### src/tcce_pkg.sv
`default_nettype none
package tcce_pkg;

	// Largest segment on the wire; a write may fill it less the TCP header
	localparam int unsigned MAX_SEGMENT_BYTES = 1500;
	localparam logic [15:0] MAX_WRITE_BYTES = 16'(MAX_SEGMENT_BYTES - 20);

	localparam logic [15:0] PORT_FIRST = 16'd40000;
	localparam logic [31:0] ISN_MIX    = 32'h1F2E3D4C;
	localparam logic [15:0] MIN_SEG_BYTES = 16'd20;
	localparam logic [5:0]  MIN_HDR_BYTES = 6'd20;

	// Register reset values
	localparam logic [15:0] RETRY_INTERVAL_RST = 16'd100;
	localparam logic [2:0]  RETRY_LIMIT_RST    = 3'd5;

	// Configuration register indexes
	localparam int unsigned CFG_IDX_W = 2;
	localparam logic [CFG_IDX_W-1:0] REG_PEER_ADDRESS = 2'd0;
	localparam logic [CFG_IDX_W-1:0] REG_RMT_PORT     = 2'd1;
	localparam logic [CFG_IDX_W-1:0] REG_RETRY_INTVL  = 2'd2;
	localparam logic [CFG_IDX_W-1:0] REG_RETRY_LIMIT  = 2'd3;

	// Operation codes
	localparam logic [2:0] OP_CONNECT = 3'd0;
	localparam logic [2:0] OP_WRITE   = 3'd1;
	localparam logic [2:0] OP_CLOSE   = 3'd2;
	localparam logic [2:0] OP_SEGMENT = 3'd3;
	localparam logic [2:0] OP_TICK    = 3'd4;

	// Result kinds
	localparam logic [2:0] KIND_TRANSMIT  = 3'd0;
	localparam logic [2:0] KIND_DELIVER   = 3'd1;
	localparam logic [2:0] KIND_CONNECTED = 3'd2;
	localparam logic [2:0] KIND_CLOSED    = 3'd3;
	localparam logic [2:0] KIND_DONE      = 3'd4;

	// TCP flags
	localparam logic [7:0] FLAG_FIN = 8'h01;
	localparam logic [7:0] FLAG_SYN = 8'h02;
	localparam logic [7:0] FLAG_RST = 8'h04;
	localparam logic [7:0] FLAG_PSH = 8'h08;
	localparam logic [7:0] FLAG_ACK = 8'h10;

	// Plan queue between front and back
	localparam int unsigned QDEPTH = 2;
	localparam int unsigned QPTR_W = (QDEPTH > 1) ? $clog2(QDEPTH) : 1;
	localparam int unsigned QCNT_W = $clog2(QDEPTH + 1);

	typedef struct packed {
		logic [2:0]  operation;
		logic [31:0] now_ticks;
		logic [15:0] length;
		logic [31:0] source_address;
		logic [15:0] source_port;
		logic [15:0] dest_port;
		logic [31:0] segment_seq;
		logic [7:0]  segment_flags;
		logic [3:0]  offset_words;
	} in_item_t;

	typedef struct packed {
		logic [2:0]  kind;
		logic [7:0]  tx_flags;
		logic [31:0] tx_seq;
		logic [31:0] tx_ack;
		logic        tx_with_mss;
		logic [15:0] payload_length;
		logic [5:0]  payload_offset;
		logic [15:0] own_port;
		logic        accepted;
		logic        active;
		logic        last;
	} out_item_t;

	// One segment to transmit
	typedef struct packed {
		logic        v;
		logic [7:0]  flags;
		logic [31:0] seq;
		logic [31:0] ack;
		logic        mss;
		logic [15:0] plen;
	} seg_t;

	// Everything the back end emits for one item, in emission order:
	// deliver, segment a, segment b, event, completion
	typedef struct packed {
		logic        del_v;
		logic [15:0] del_len;
		logic [5:0]  del_off;
		seg_t        seg_a;
		seg_t        seg_b;
		logic        ev_v;
		logic [2:0]  ev_kind;
		logic        accepted;
		logic        active;
		logic [15:0] own_port;
	} plan_t;

endpackage
`default_nettype wire

### src/tcce_channels.sv
`default_nettype none
interface tcce_in_if;
	logic                valid;
	logic                ready;
	tcce_pkg::in_item_t  payload;

	modport source (output valid, output payload, input ready);
	modport sink (input valid, input payload, output ready);
endinterface

interface tcce_out_if;
	logic                valid;
	logic                ready;
	tcce_pkg::out_item_t payload;

	modport source (output valid, output payload, input ready);
	modport sink (input valid, input payload, output ready);
endinterface
`default_nettype wire

### src/tcce_front.sv
`default_nettype none
module tcce_front (
	input  wire logic                          clk,
	input  wire logic                          arst_n,
	tcce_in_if.sink                            in_ch,
	input  wire logic                          cfg_we,
	input  wire logic [tcce_pkg::CFG_IDX_W-1:0] cfg_index,
	input  wire logic [31:0]                   cfg_data,
	output tcce_pkg::plan_t                    plan,
	output logic                               plan_valid,
	input  wire logic                          plan_ready
);

	typedef enum logic [1:0] {
		CS_IDLE,
		CS_SYN_WAIT,
		CS_OPEN,
		CS_DONE
	} conn_state_t;

	// Configuration registers
	logic [31:0] peer_addr_q;
	logic [15:0] rmt_port_q;
	logic [15:0] retry_intvl_q;
	logic [2:0]  retry_limit_q;

	// Connection state
	conn_state_t state_q, state_d;
	logic [15:0] next_port_q, next_port_d;
	logic [15:0] local_port_q, local_port_d;
	logic [31:0] send_next_q, send_next_d;
	logic [31:0] recv_next_q, recv_next_d;
	logic [31:0] syn_time_q, syn_time_d;
	logic [2:0]  retry_cnt_q, retry_cnt_d;

	tcce_pkg::in_item_t it;
	tcce_pkg::plan_t    plan_d;
	logic               accept;

	// Segment classification
	logic [5:0]  hlen;
	logic [15:0] dlen;
	logic        seg_ok;
	logic        seq_match, fin_match;
	logic [31:0] rn_plus, rn_plus1, rn_inc, rn_after;
	logic [31:0] isn;
	logic [31:0] elapsed;
	logic [3:0]  retry_nxt;

	assign it         = in_ch.payload;
	assign accept     = in_ch.valid && plan_ready;
	assign in_ch.ready = plan_ready;
	assign plan_valid = in_ch.valid;
	assign plan       = plan_d;

	assign hlen      = {it.offset_words, 2'b00};
	assign dlen      = it.length - {10'b0, hlen};
	assign seg_ok    = (it.length >= tcce_pkg::MIN_SEG_BYTES) &&
			(it.source_address == peer_addr_q) &&
			(it.dest_port == local_port_q) && (it.source_port == rmt_port_q) &&
			(hlen >= tcce_pkg::MIN_HDR_BYTES) && ({10'b0, hlen} <= it.length);
	assign seq_match = (it.segment_seq == recv_next_q);
	assign fin_match = ((it.segment_seq + {16'b0, dlen}) == recv_next_q);
	assign rn_plus   = recv_next_q + {16'b0, dlen};
	assign rn_plus1  = recv_next_q + {16'b0, dlen} + 32'd1;
	assign rn_inc    = recv_next_q + 32'd1;
	assign rn_after  = ((dlen != 16'd0) && seq_match) ? rn_plus : recv_next_q;
	assign isn       = {it.now_ticks[23:0], 8'b0} ^ tcce_pkg::ISN_MIX;
	assign elapsed   = it.now_ticks - syn_time_q;
	assign retry_nxt = {1'b0, retry_cnt_q} + 4'd1;

	// Next state and result plan for the item at the input
	always_comb begin
		state_d      = state_q;
		next_port_d  = next_port_q;
		local_port_d = local_port_q;
		send_next_d  = send_next_q;
		recv_next_d  = recv_next_q;
		syn_time_d   = syn_time_q;
		retry_cnt_d  = retry_cnt_q;
		plan_d       = '0;

		case (it.operation)
			tcce_pkg::OP_CONNECT: begin
				local_port_d = next_port_q;
				next_port_d  = (next_port_q == 16'hFFFF) ? tcce_pkg::PORT_FIRST
						: next_port_q + 16'd1;
				recv_next_d  = '0;
				state_d      = CS_SYN_WAIT;
				syn_time_d   = it.now_ticks;
				retry_cnt_d  = '0;
				send_next_d  = isn + 32'd1;
				plan_d.seg_a = '{v: 1'b1, flags: tcce_pkg::FLAG_SYN, seq: isn,
						ack: 32'd0, mss: 1'b1, plen: 16'd0};
			end
			tcce_pkg::OP_WRITE: begin
				if (state_q == CS_OPEN && it.length <= tcce_pkg::MAX_WRITE_BYTES) begin
					plan_d.seg_a = '{v: 1'b1,
							flags: tcce_pkg::FLAG_PSH | tcce_pkg::FLAG_ACK,
							seq: send_next_q, ack: recv_next_q, mss: 1'b0,
							plen: it.length};
					send_next_d     = send_next_q + {16'b0, it.length};
					plan_d.accepted = 1'b1;
				end
			end
			tcce_pkg::OP_CLOSE: begin
				if (state_q == CS_OPEN) begin
					plan_d.seg_a = '{v: 1'b1,
							flags: tcce_pkg::FLAG_FIN | tcce_pkg::FLAG_ACK,
							seq: send_next_q, ack: recv_next_q, mss: 1'b0,
							plen: 16'd0};
					send_next_d = send_next_q + 32'd1;
				end
				state_d = CS_DONE;
			end
			tcce_pkg::OP_SEGMENT: begin
				if ((state_q == CS_SYN_WAIT || state_q == CS_OPEN) && seg_ok) begin
					if ((it.segment_flags & tcce_pkg::FLAG_RST) != 8'd0) begin
						state_d        = CS_DONE;
						plan_d.ev_v    = 1'b1;
						plan_d.ev_kind = tcce_pkg::KIND_CLOSED;
					end else if (state_q == CS_SYN_WAIT) begin
						// SYN+ACK completes the handshake
						if ((it.segment_flags & tcce_pkg::FLAG_SYN) != 8'd0 &&
								(it.segment_flags & tcce_pkg::FLAG_ACK) != 8'd0) begin
							recv_next_d  = it.segment_seq + 32'd1;
							state_d      = CS_OPEN;
							plan_d.seg_a = '{v: 1'b1, flags: tcce_pkg::FLAG_ACK,
									seq: send_next_q, ack: it.segment_seq + 32'd1,
									mss: 1'b0, plen: 16'd0};
							plan_d.ev_v    = 1'b1;
							plan_d.ev_kind = tcce_pkg::KIND_CONNECTED;
						end
					end else begin
						// established: in-order data is delivered, any data is acked
						if (dlen != 16'd0) begin
							if (seq_match) begin
								plan_d.del_v   = 1'b1;
								plan_d.del_len = dlen;
								plan_d.del_off = hlen;
							end
							recv_next_d  = rn_after;
							plan_d.seg_a = '{v: 1'b1, flags: tcce_pkg::FLAG_ACK,
									seq: send_next_q, ack: rn_after, mss: 1'b0,
									plen: 16'd0};
						end
						if ((it.segment_flags & tcce_pkg::FLAG_FIN) != 8'd0) begin
							recv_next_d = seq_match ? rn_plus1
									: (fin_match ? rn_inc : recv_next_q);
							plan_d.seg_b = '{v: 1'b1,
									flags: tcce_pkg::FLAG_FIN | tcce_pkg::FLAG_ACK,
									seq: send_next_q, ack: recv_next_d, mss: 1'b0,
									plen: 16'd0};
							send_next_d    = send_next_q + 32'd1;
							state_d        = CS_DONE;
							plan_d.ev_v    = 1'b1;
							plan_d.ev_kind = tcce_pkg::KIND_CLOSED;
						end
					end
				end
			end
			tcce_pkg::OP_TICK: begin
				if (state_q == CS_SYN_WAIT && elapsed >= {16'b0, retry_intvl_q}) begin
					syn_time_d  = it.now_ticks;
					retry_cnt_d = retry_nxt[2:0];
					if (retry_nxt > {1'b0, retry_limit_q}) begin
						state_d        = CS_DONE;
						plan_d.ev_v    = 1'b1;
						plan_d.ev_kind = tcce_pkg::KIND_CLOSED;
					end else begin
						plan_d.seg_a = '{v: 1'b1, flags: tcce_pkg::FLAG_SYN,
								seq: send_next_q - 32'd1, ack: recv_next_q, mss: 1'b1,
								plen: 16'd0};
					end
				end
			end
			default: begin
			end
		endcase

		plan_d.active   = (state_d == CS_SYN_WAIT) || (state_d == CS_OPEN);
		plan_d.own_port = local_port_d;
	end

	// State and configuration registers
	always_ff @(posedge clk or negedge arst_n) begin
		if (!arst_n) begin
			peer_addr_q   <= '0;
			rmt_port_q    <= '0;
			retry_intvl_q <= tcce_pkg::RETRY_INTERVAL_RST;
			retry_limit_q <= tcce_pkg::RETRY_LIMIT_RST;
			state_q       <= CS_IDLE;
			next_port_q   <= tcce_pkg::PORT_FIRST;
			local_port_q  <= '0;
			send_next_q   <= '0;
			recv_next_q   <= '0;
			syn_time_q    <= '0;
			retry_cnt_q   <= '0;
		end else begin
			if (cfg_we) begin
				case (cfg_index)
					tcce_pkg::REG_PEER_ADDRESS: peer_addr_q   <= cfg_data;
					tcce_pkg::REG_RMT_PORT:     rmt_port_q    <= cfg_data[15:0];
					tcce_pkg::REG_RETRY_INTVL:  retry_intvl_q <= cfg_data[15:0];
					tcce_pkg::REG_RETRY_LIMIT:  retry_limit_q <= cfg_data[2:0];
					default: begin
					end
				endcase
			end
			if (accept) begin
				state_q      <= state_d;
				next_port_q  <= next_port_d;
				local_port_q <= local_port_d;
				send_next_q  <= send_next_d;
				recv_next_q  <= recv_next_d;
				syn_time_q   <= syn_time_d;
				retry_cnt_q  <= retry_cnt_d;
			end
		end
	end

endmodule
`default_nettype wire

### src/tcce_queue.sv
`default_nettype none
module tcce_queue (
	input  wire logic            clk,
	input  wire logic            arst_n,
	input  wire tcce_pkg::plan_t push_data,
	input  wire logic            push_valid,
	output logic                 push_ready,
	output tcce_pkg::plan_t      pop_data,
	output logic                 pop_valid,
	input  wire logic            pop_ready
);

	tcce_pkg::plan_t                 entry_q [tcce_pkg::QDEPTH];
	logic [tcce_pkg::QPTR_W-1:0]     wr_ptr_q, rd_ptr_q;
	logic [tcce_pkg::QCNT_W-1:0]     count_q;
	logic                            do_push, do_pop;

	assign push_ready = (count_q != tcce_pkg::QCNT_W'(tcce_pkg::QDEPTH));
	assign pop_valid  = (count_q != '0);
	assign pop_data   = entry_q[rd_ptr_q];
	assign do_push    = push_valid && push_ready;
	assign do_pop     = pop_valid && pop_ready;

	// Plan storage
	always_ff @(posedge clk) begin
		if (do_push) begin
			entry_q[wr_ptr_q] <= push_data;
		end
	end

	// Pointers and fill count
	always_ff @(posedge clk or negedge arst_n) begin
		if (!arst_n) begin
			wr_ptr_q <= '0;
			rd_ptr_q <= '0;
			count_q  <= '0;
		end else begin
			if (do_push) begin
				wr_ptr_q <= (wr_ptr_q == tcce_pkg::QPTR_W'(tcce_pkg::QDEPTH - 1)) ? '0
						: wr_ptr_q + 1'b1;
			end
			if (do_pop) begin
				rd_ptr_q <= (rd_ptr_q == tcce_pkg::QPTR_W'(tcce_pkg::QDEPTH - 1)) ? '0
						: rd_ptr_q + 1'b1;
			end
			if (do_push && !do_pop) begin
				count_q <= count_q + 1'b1;
			end else if (do_pop && !do_push) begin
				count_q <= count_q - 1'b1;
			end
		end
	end

endmodule
`default_nettype wire

### src/tcce_back.sv
`default_nettype none
module tcce_back (
	input  wire logic            clk,
	input  wire logic            arst_n,
	input  wire tcce_pkg::plan_t plan,
	input  wire logic            plan_valid,
	output logic                 plan_ready,
	tcce_out_if.source           out_ch
);

	// Pending results of the current plan: deliver, seg a, seg b, event, completion
	tcce_pkg::plan_t     cur_q;
	logic [4:0]          pend_q;
	tcce_pkg::out_item_t out_q;
	logic                out_v_q;

	tcce_pkg::out_item_t res;
	logic                adv, sel_done, load;

	assign adv        = (pend_q != 5'd0) && (!out_v_q || out_ch.ready);
	assign sel_done   = (pend_q == 5'b10000);
	assign load       = (pend_q == 5'd0) || (adv && sel_done);
	assign plan_ready = load;

	assign out_ch.valid   = out_v_q;
	assign out_ch.payload = out_q;

	// Next result: lowest pending entry
	always_comb begin
		res          = '0;
		res.own_port = cur_q.own_port;
		if (pend_q[0]) begin
			res.kind           = tcce_pkg::KIND_DELIVER;
			res.payload_length = cur_q.del_len;
			res.payload_offset = cur_q.del_off;
		end else if (pend_q[1]) begin
			res.kind           = tcce_pkg::KIND_TRANSMIT;
			res.tx_flags       = cur_q.seg_a.flags;
			res.tx_seq         = cur_q.seg_a.seq;
			res.tx_ack         = cur_q.seg_a.ack;
			res.tx_with_mss    = cur_q.seg_a.mss;
			res.payload_length = cur_q.seg_a.plen;
		end else if (pend_q[2]) begin
			res.kind           = tcce_pkg::KIND_TRANSMIT;
			res.tx_flags       = cur_q.seg_b.flags;
			res.tx_seq         = cur_q.seg_b.seq;
			res.tx_ack         = cur_q.seg_b.ack;
			res.tx_with_mss    = cur_q.seg_b.mss;
			res.payload_length = cur_q.seg_b.plen;
		end else if (pend_q[3]) begin
			res.kind = cur_q.ev_kind;
		end else begin
			res.kind     = tcce_pkg::KIND_DONE;
			res.accepted = cur_q.accepted;
			res.active   = cur_q.active;
			res.last     = 1'b1;
		end
	end

	// Current plan payload and output result register
	always_ff @(posedge clk) begin
		if (load && plan_valid) begin
			cur_q <= plan;
		end
		if (adv) begin
			out_q <= res;
		end
	end

	// Sequencing and output register valid
	always_ff @(posedge clk or negedge arst_n) begin
		if (!arst_n) begin
			pend_q  <= '0;
			out_v_q <= 1'b0;
		end else begin
			if (load) begin
				pend_q <= plan_valid ? {1'b1, plan.ev_v, plan.seg_b.v, plan.seg_a.v,
						plan.del_v} : 5'd0;
			end else if (adv) begin
				pend_q <= pend_q & (pend_q - 5'd1);
			end
			if (adv) begin
				out_v_q <= 1'b1;
			end else if (out_ch.ready) begin
				out_v_q <= 1'b0;
			end
		end
	end

endmodule
`default_nettype wire

### src/tcp_client_connection_engine.sv
// Channel  Dir  Handshake     Payload
// in_ch    in   valid/ready   connect, write, close, segment header, tick
// out_ch   out  valid/ready   transmit, deliver, connected, closed, completion
// cfg      in   cfg_we only   peer address, peer port, retry interval, retry limit
//
// The front end classifies an item and updates connection state in the cycle it
// is accepted; it takes a new item every cycle while the two-entry plan queue has room.
// The back end emits one result per cycle from its output register unless out_ch stalls, so an
// item that yields n results (1 to 5, completion included) holds it until all n are emitted.
// Reset is asynchronous and needs no clearing pass; either side may stall freely.
`default_nettype none
module tcp_client_connection_engine (
	input  wire logic                          clk,
	input  wire logic                          arst_n,
	tcce_in_if.sink                            in_ch,
	tcce_out_if.source                         out_ch,
	input  wire logic                          cfg_we,
	input  wire logic [tcce_pkg::CFG_IDX_W-1:0] cfg_index,
	input  wire logic [31:0]                   cfg_data
);

	tcce_pkg::plan_t f_plan, q_plan;
	logic            f_valid, f_ready, q_valid, q_ready;

	tcce_front u_front (
		.clk        (clk),
		.arst_n     (arst_n),
		.in_ch      (in_ch),
		.cfg_we     (cfg_we),
		.cfg_index  (cfg_index),
		.cfg_data   (cfg_data),
		.plan       (f_plan),
		.plan_valid (f_valid),
		.plan_ready (f_ready)
	);

	tcce_queue u_queue (
		.clk        (clk),
		.arst_n     (arst_n),
		.push_data  (f_plan),
		.push_valid (f_valid),
		.push_ready (f_ready),
		.pop_data   (q_plan),
		.pop_valid  (q_valid),
		.pop_ready  (q_ready)
	);

	tcce_back u_back (
		.clk        (clk),
		.arst_n     (arst_n),
		.plan       (q_plan),
		.plan_valid (q_valid),
		.plan_ready (q_ready),
		.out_ch     (out_ch)
	);

endmodule
`default_nettype wire

### src/flat_wrapper.sv
// flat-port wrapper written by rule: the top's interface ports become plain ports
module tcp_client_connection_engine_flat 
  (clk, arst_n, cfg_we, cfg_index, cfg_data, in_ch_valid, in_ch_payload, in_ch_ready, out_ch_valid, out_ch_payload, out_ch_ready);
  tcce_in_if in_ch_i ();
  tcce_out_if out_ch_i ();
  input  wire logic clk;
  input  wire logic arst_n;
  input  wire logic cfg_we;
  input  wire logic [tcce_pkg::CFG_IDX_W-1:0] cfg_index;
  input  wire logic [31:0] cfg_data;
  input wire logic [$bits(in_ch_i.valid)-1:0] in_ch_valid;
  input wire logic [$bits(in_ch_i.payload)-1:0] in_ch_payload;
  output wire logic [$bits(in_ch_i.ready)-1:0] in_ch_ready;
  output wire logic [$bits(out_ch_i.valid)-1:0] out_ch_valid;
  output wire logic [$bits(out_ch_i.payload)-1:0] out_ch_payload;
  input wire logic [$bits(out_ch_i.ready)-1:0] out_ch_ready;
  assign in_ch_i.valid = in_ch_valid;
  assign in_ch_i.payload = in_ch_payload;
  assign in_ch_ready = in_ch_i.ready;
  assign out_ch_valid = out_ch_i.valid;
  assign out_ch_payload = out_ch_i.payload;
  assign out_ch_i.ready = out_ch_ready;
  tcp_client_connection_engine u_core (.clk(clk), .arst_n(arst_n), .in_ch(in_ch_i), .out_ch(out_ch_i), .cfg_we(cfg_we), .cfg_index(cfg_index), .cfg_data(cfg_data));
endmodule
### config.mk
export PLATFORM = sky130hd
export DESIGN_NAME = tcp_client_connection_engine_flat
export DESIGN_NICKNAME = d
export VERILOG_FILES = /design/src/tcce_pkg.sv /design/src/tcce_channels.sv /design/src/tcce_front.sv /design/src/tcce_queue.sv /design/src/tcce_back.sv /design/src/tcp_client_connection_engine.sv /design/src/flat_wrapper.sv
export SDC_FILE = /design/constraint.sdc
export NUM_CORES = 2
export LEC_CHECK = 0
export ABC_AREA = 1
export ABC_CLOCK_PERIOD_IN_PS = 22700
export BUFFER_PORTS_ARGS = -buffer_cell sky130_fd_sc_hd__buf_2
export CORE_MARGIN = 3
export CORE_UTILIZATION = 49
export CTS_CLUSTER_DIAMETER = 150
export CTS_CLUSTER_SIZE = 10
export DETAILED_ROUTE_END_ITERATION = 12
export PLACE_DENSITY = 0.66
export SLEW_MARGIN = 20
export SYNTH_ARGS = -nofsm -noshare
export SYNTH_HDL_FRONTEND = slang
export SYNTH_HIERARCHICAL = 1
export SYNTH_SLANG_ARGS = --single-unit
### constraint.sdc
create_clock -name clk -period 22.7 [get_ports clk]
set_clock_uncertainty 0.1 [all_clocks]
set_input_delay 2.27 -clock clk [delete_from_list [all_inputs] [get_ports clk]]
set_output_delay 2.27 -clock clk [all_outputs]
set_load 0.1 [all_outputs]
# After elaboration in Yosys (flattened, before gate mapping)

Memories as Yosys holds them, arrays and structs flattened.
Index checks and enable logic that the tools add are counted.

Register bits after elaboration: 548
Input port bits: 198
ROM bits: 0
RAM bits: 450
Bits in latches: 0
Memories: 1
Word-level logic and storage cells: 219

Memories:

| memory                 | depth | bits a word | rd ports | clocked after Yosys merged registers in | write ports | line             | RTL |
|---|---|---|---|---|---|---|---|
| u_core.u_queue.entry_q | 2     | 225         | 1        | 0                                       | 1           | tcce_queue.sv:13 | `tcce_pkg::plan_t entry_q [tcce_pkg::QDEPTH];` |

Divide/modulo/power cells: 0
$add $sub $neg: 18
Multiply operators: 0
Reduce and logical (&&, ||, !) cells: 46
Equal/unequal tests: 28
Bitwise operators: 3
Shift-type cells: 0
Multiplexer cells: 72
$lt $le $gt $ge: 6

Operators by type and width:

| kind                                                                  | number |
|---|---|
| 90-bit two-way mux                                                    | 9 |
| 32-bit two-way mux                                                    | 16 |
| 90-bit case mux with 5 select lines                                   | 1 |
| 207-bit two-way mux                                                   | 1 |
| 203-bit two-way mux                                                   | 1 |
| 32-bit by 1-bit adder with 32-bit output (second input constant)      | 5 |
| 32-bit case mux with 2 select lines                                   | 2 |
| 32-bit case mux with 4 select lines                                   | 1 |
| 113-bit two-way mux                                                   | 1 |
| 32-bit by 16-bit adder with 32-bit output                             | 3 |
| 32-bit == test                                                        | 3 |
| 94-bit two-way mux                                                    | 1 |
| 89-bit two-way mux                                                    | 1 |
| 23-bit two-way mux                                                    | 3 |
| 16-bit two-way mux                                                    | 3 |
| 16-bit == test                                                        | 2 |
| 32-bit by 16-bit >= comparator with 1-bit output                      | 1 |
| 32-bit by 1-bit subtractor with 32-bit output (second input constant) | 1 |
| 32-bit subtractor                                                     | 1 |
| 4-bit two-way mux                                                     | 5 |
| 2-bit two-way mux                                                     | 9 |
| 17-bit inverter                                                       | 1 |
| 16-bit by 1-bit adder with 16-bit output (second input constant)      | 1 |
| 16-bit == test (second input constant)                                | 1 |
| 44 further kinds                                                      | 100 |

# Depth between registers and ports, before layout

Word-level depth: 11
Mapped depth: 35

# Cells and area by module

The synthesis kept the hierarchy.

By module, submodules not included:

| module     | sequential area each (µm²) | times used | area an instance (µm²) | cells each |
|---|---|---|---|---|
| tcce_front | 5,017.3                    | 1          | 26,967.1               | 4,685 |
| tcce_queue | 13,613.1                   | 1          | 16,539.6               | 1,203 |
| tcce_back  | 10,299.9                   | 1          | 11,954.0               | 726 |

# Worst setup path before layout

No wires, ideal clock.

Path kind: input to register
Start point: input port in_ch_valid
End point: memory u_core/u_queue/entry_q[0][0] in the netlist's numbering (enable)
Stages on the path: 3
Path slack: 10.003 ns
Required time: 21.786 ns
Data arrival time: 11.782 ns
Cells stage by stage: buf_4 -> nand2_1 -> nor2_1

Longest elaborated chain between the ends: 3

RTL lines:

| item                                    | line               | RTL |
|---|---|---|
| start, declared                         | flat_wrapper.sv:11 | `input wire logic [$bits(in_ch_i.valid)-1:0] in_ch_valid;` |
| 1-bit logical AND                       | tcce_queue.sv:21   | `assign do_push = push_valid && push_ready;` |
| 1-bit two-way mux                       | tcce_queue.sv:26   | `if (do_push) begin` |
| 1-bit two-way mux (not written as such) | tcce_queue.sv:27   | `entry_q[wr_ptr_q] <= push_data;` |
| end, declared                           | tcce_queue.sv:13   |  |

Every way passes these cells.

==> flow_summary.yaml <==
critical_path:
  cp.depth: 27
  critPathRequiredTime_ns: 23.00
  reg2reg_depth: 24
  crit_buf_inv: 4
  worstSetupPathType: "in2reg"
  slowest_delay_ns: 0.78
  crit_path_max_fanout: 50
  arrival_ns: 8.78
  start_kind: "input pin"
  cp_top_family: "simple AND/OR/NAND/NOR gates"
  cp_slowest_cell: "xor2_1"
  path_common_cell: "nand2_1"
  end_kind: "flop"
power_and_ir_drop:
  p_comb_share_pct: 40.4
  sw_frac_of_total_pct: 44.25
  power_density_nw_per_um2: 130.0
  peakVddDrop_uv: 124.4
  power_frac_clock_pct: 20.5
  power_frac_seq_pct: 39.1
  internal-power_mw: 4.434
  total_leakage_power_nw: 26.83
  p_switching_mw: 3.520
routing:
  via_per_inst: 5.621
  wl_per_cell_um: 21.87
  ant_nets: 0
  route.detailed.drc: 0
  firstDrtPassIters: 9
  dr.first_iter.drc_count: 5451
  wirelength_um: 183600
  num_vias: 47197
timing:
  clock.fmax_mhz: 118.1
  setup_slack_ns: 14.23
  grt_setup_unrepaired: "no"
  setup_viol: 0
  finalHoldViolations: 0
  hold_ws_ns: 0.3223
  tns_ns: 0
  finalCritPeriodShare_pct: 37.32
  max_slew_margin_pct: 17.52
  worst_pin_slew_ns: 1.234
  final.min_clock_period_ns: 8.471
  drv_slew: 0
cts:
  cts_buffers: 110
  cts_buffer_depth: 3
  clk_latency_ns: 0.74
  clockRootBuffer: "clkbuf_16"
  tritoncts: "done"
  cts.sinks: 998
  hold_buffers: 0
  h-tree-depth: 3
  postCtsSetupRepairBufs: 0
  post_cts_resized: 0
  clk_pin_slew_ns: 0.06
grt:
  antenna_found_initial: 31
  grt_max_degree: 94
  track_usage_pct: 30.61
  met2_usage_pct: 44.21
  grt_first_pass_wirelength_um: 270500
  overflow: 0
  grt-busiest-layer: "met1"
  grtUsageMet3_pct: 7.895
  grt_util_met1_pct: 44.43
  grt_pass1_vias: 43023
synthesis:
  synth_area_leaders: "edfxtp_1 (43%), nand2_1 (15%), dfrtp_1 (9.0%)"
  synth-xor-area-share_pct: 3.204
  yosys.area.top_type: "edfxtp_1"
  yosysTopAreaCellShare_pct: 42.67
  async_reset_ff_share_pct: 21.04
  synth_adder_area_share_pct: 2.685
  ys_seq_area_share_pct: 52.16
  ys_seq_elements: 998
  synth_area_per_cell_um2: 8.385
  synthMuxAreaShare_pct: 0.2391
  synthDistinctLibCells: 63
  syn-cell-area_um2: 55460
  synth_compound_gate_area_share_pct: 7.183
  synth_top_family_by_area: "simple AND/OR/NAND/NOR gates"
  yosys_warnings: 6
  syn_inst: 6614
  synth_most_common_cell: "nand2_1"
  ys_top_cells_by_count: "nand2_1 (2240), edfxtp_1 (788), inv_1 (630)"
  synth-simple-area-share_pct: 27.25
  synth_flop_cell: "edfxtp_1"
  synth_edf_count: 788
flow_run:
  max-cap-violations: 0
final_layout:
  fillers: 10269
  nets: 7127
  layout-drive-gt1-share_pct: 8.480
  fin_cells: 8396
  fin_util_pct: 54.93
  area_growth_pct: 10.36
run_status:
  status: "completed"
placement:
  place.gp.congestion: 1.080
  dp.cells: 8189
  dp_hpwl_um: 132000
  detailedPlace.worstSlack_ns: 13.88
  io_buffers: 312
worst_hold_path:
  holdCritPathClass: "reg2reg"
  min_path_cells: 0
floorplanning:
  initial_utilization_pct: 49.77
  io_pins: 317
  die-height_um: 342.4
  core_area_um2: 111400
  die_x_um: 342.4
  rows: 122
  dieArea_um2: 117300
-- path summary, 6_finish.rpt --
check / slack [ns] / start / to
worst max-delay path: 14.23 / in_ch_payload[110] / u_core/u_queue/entry_q[0][45]
worst min-delay path: 0.32 / u_core/u_back/cur_q[1] / u_core/u_back/out_ch.payload[4]
worst max register to register: 17.27 / u_core/u_front/syn_time_q[0] / u_core/u_queue/entry_q[1][187]
worst min register to register: 0.32 / u_core/u_back/cur_q[1] / u_core/u_back/out_ch.payload[4]
max in group asynchronous: 19.47 / arst_n / u_core/u_front/recv_next_q[24]
min in group asynchronous: 1.51 / arst_n / u_core/u_front/peer_addr_q[18]
-- state kept, by name, indices dropped and copies added, names as in the netlist, 32 cells and up --
signal	flops
u_core/u_front/syn_time_q	32
u_core/u_queue/entry_q	450
u_core/u_front/peer_addr_q	32
u_core/u_back/cur_q	221
u_core/u_front/recv_next_q	32
u_core/u_back/out_ch.payload	117
u_core/u_front/send_next_q	32
-- power groups by stage --
stage / logic (mW) / registers [mW] / clock network [mW]
6_report: 3.21 / 3.11 / 1.63
5_1_grt: 3.49 / 3.17 / 1.73
4_1_cts: 3.20 / 3.11 / 1.66
3_5_place_dp: 3.18 / 3.14 / 0
3_3_place_gp: 3.15 / 3.12 / 0
2_1_floorplan: 1.66 / 3.89 / 0
-- cell families (layout without fill, tap and decap cells) --
logic type,after synthesis,in the layout
fa+ha+maj,116,116
xor+xnor,202,202
simple gates,3600,3600
flops,998,998
mux,12,12
other cells,1,56
compound gates,725,725
buf+inv,960,1199
-- metal layers --
layer  vias to the layer above  wire length (um)
met1                     22053             79150
li1                      22253                 -
met5                         -               155
met3                       464             20770
met2                      2405             76000
met4                        22              7522
-- final cells by class --
type	instances	area, um^2	share of cell area, %
Antenna cell	21	52.55	0.08586
Clock buffer	178	3029	4.949
Clock inverter	8	197.7	0.3230
Inverter	646	2435	3.978
Multi-Input combinational cell	4690	22700	37.09
Sequential cell	998	28940	47.29
Tap cell	1488	1862	3.042
Timing Repair Buffer	367	1984	3.242
-- through the flow --
step | area [um^2] | total power, mW
floorplan | 55590 | 5.551
CTS | 61140 | 7.969
global route | 61160 | 8.394
detailed placement | 57920 | 6.325
finish | 61210 | 7.955
global placement | 57920 | 6.276
-- layout by cell type, fill, tap and decap left out, drive strengths merged, types with 162 or more instances in the layout --
cell and instances:
nand2 2245, edfxtp 788, inv 641, nor2 579, buf 367, nand3 343
o21ai 301, a21oi 266, dfrtp 200, nand4 195, clkbuf 178, xor2 162
Note: power is estimated with default switching activity, not from simulation.
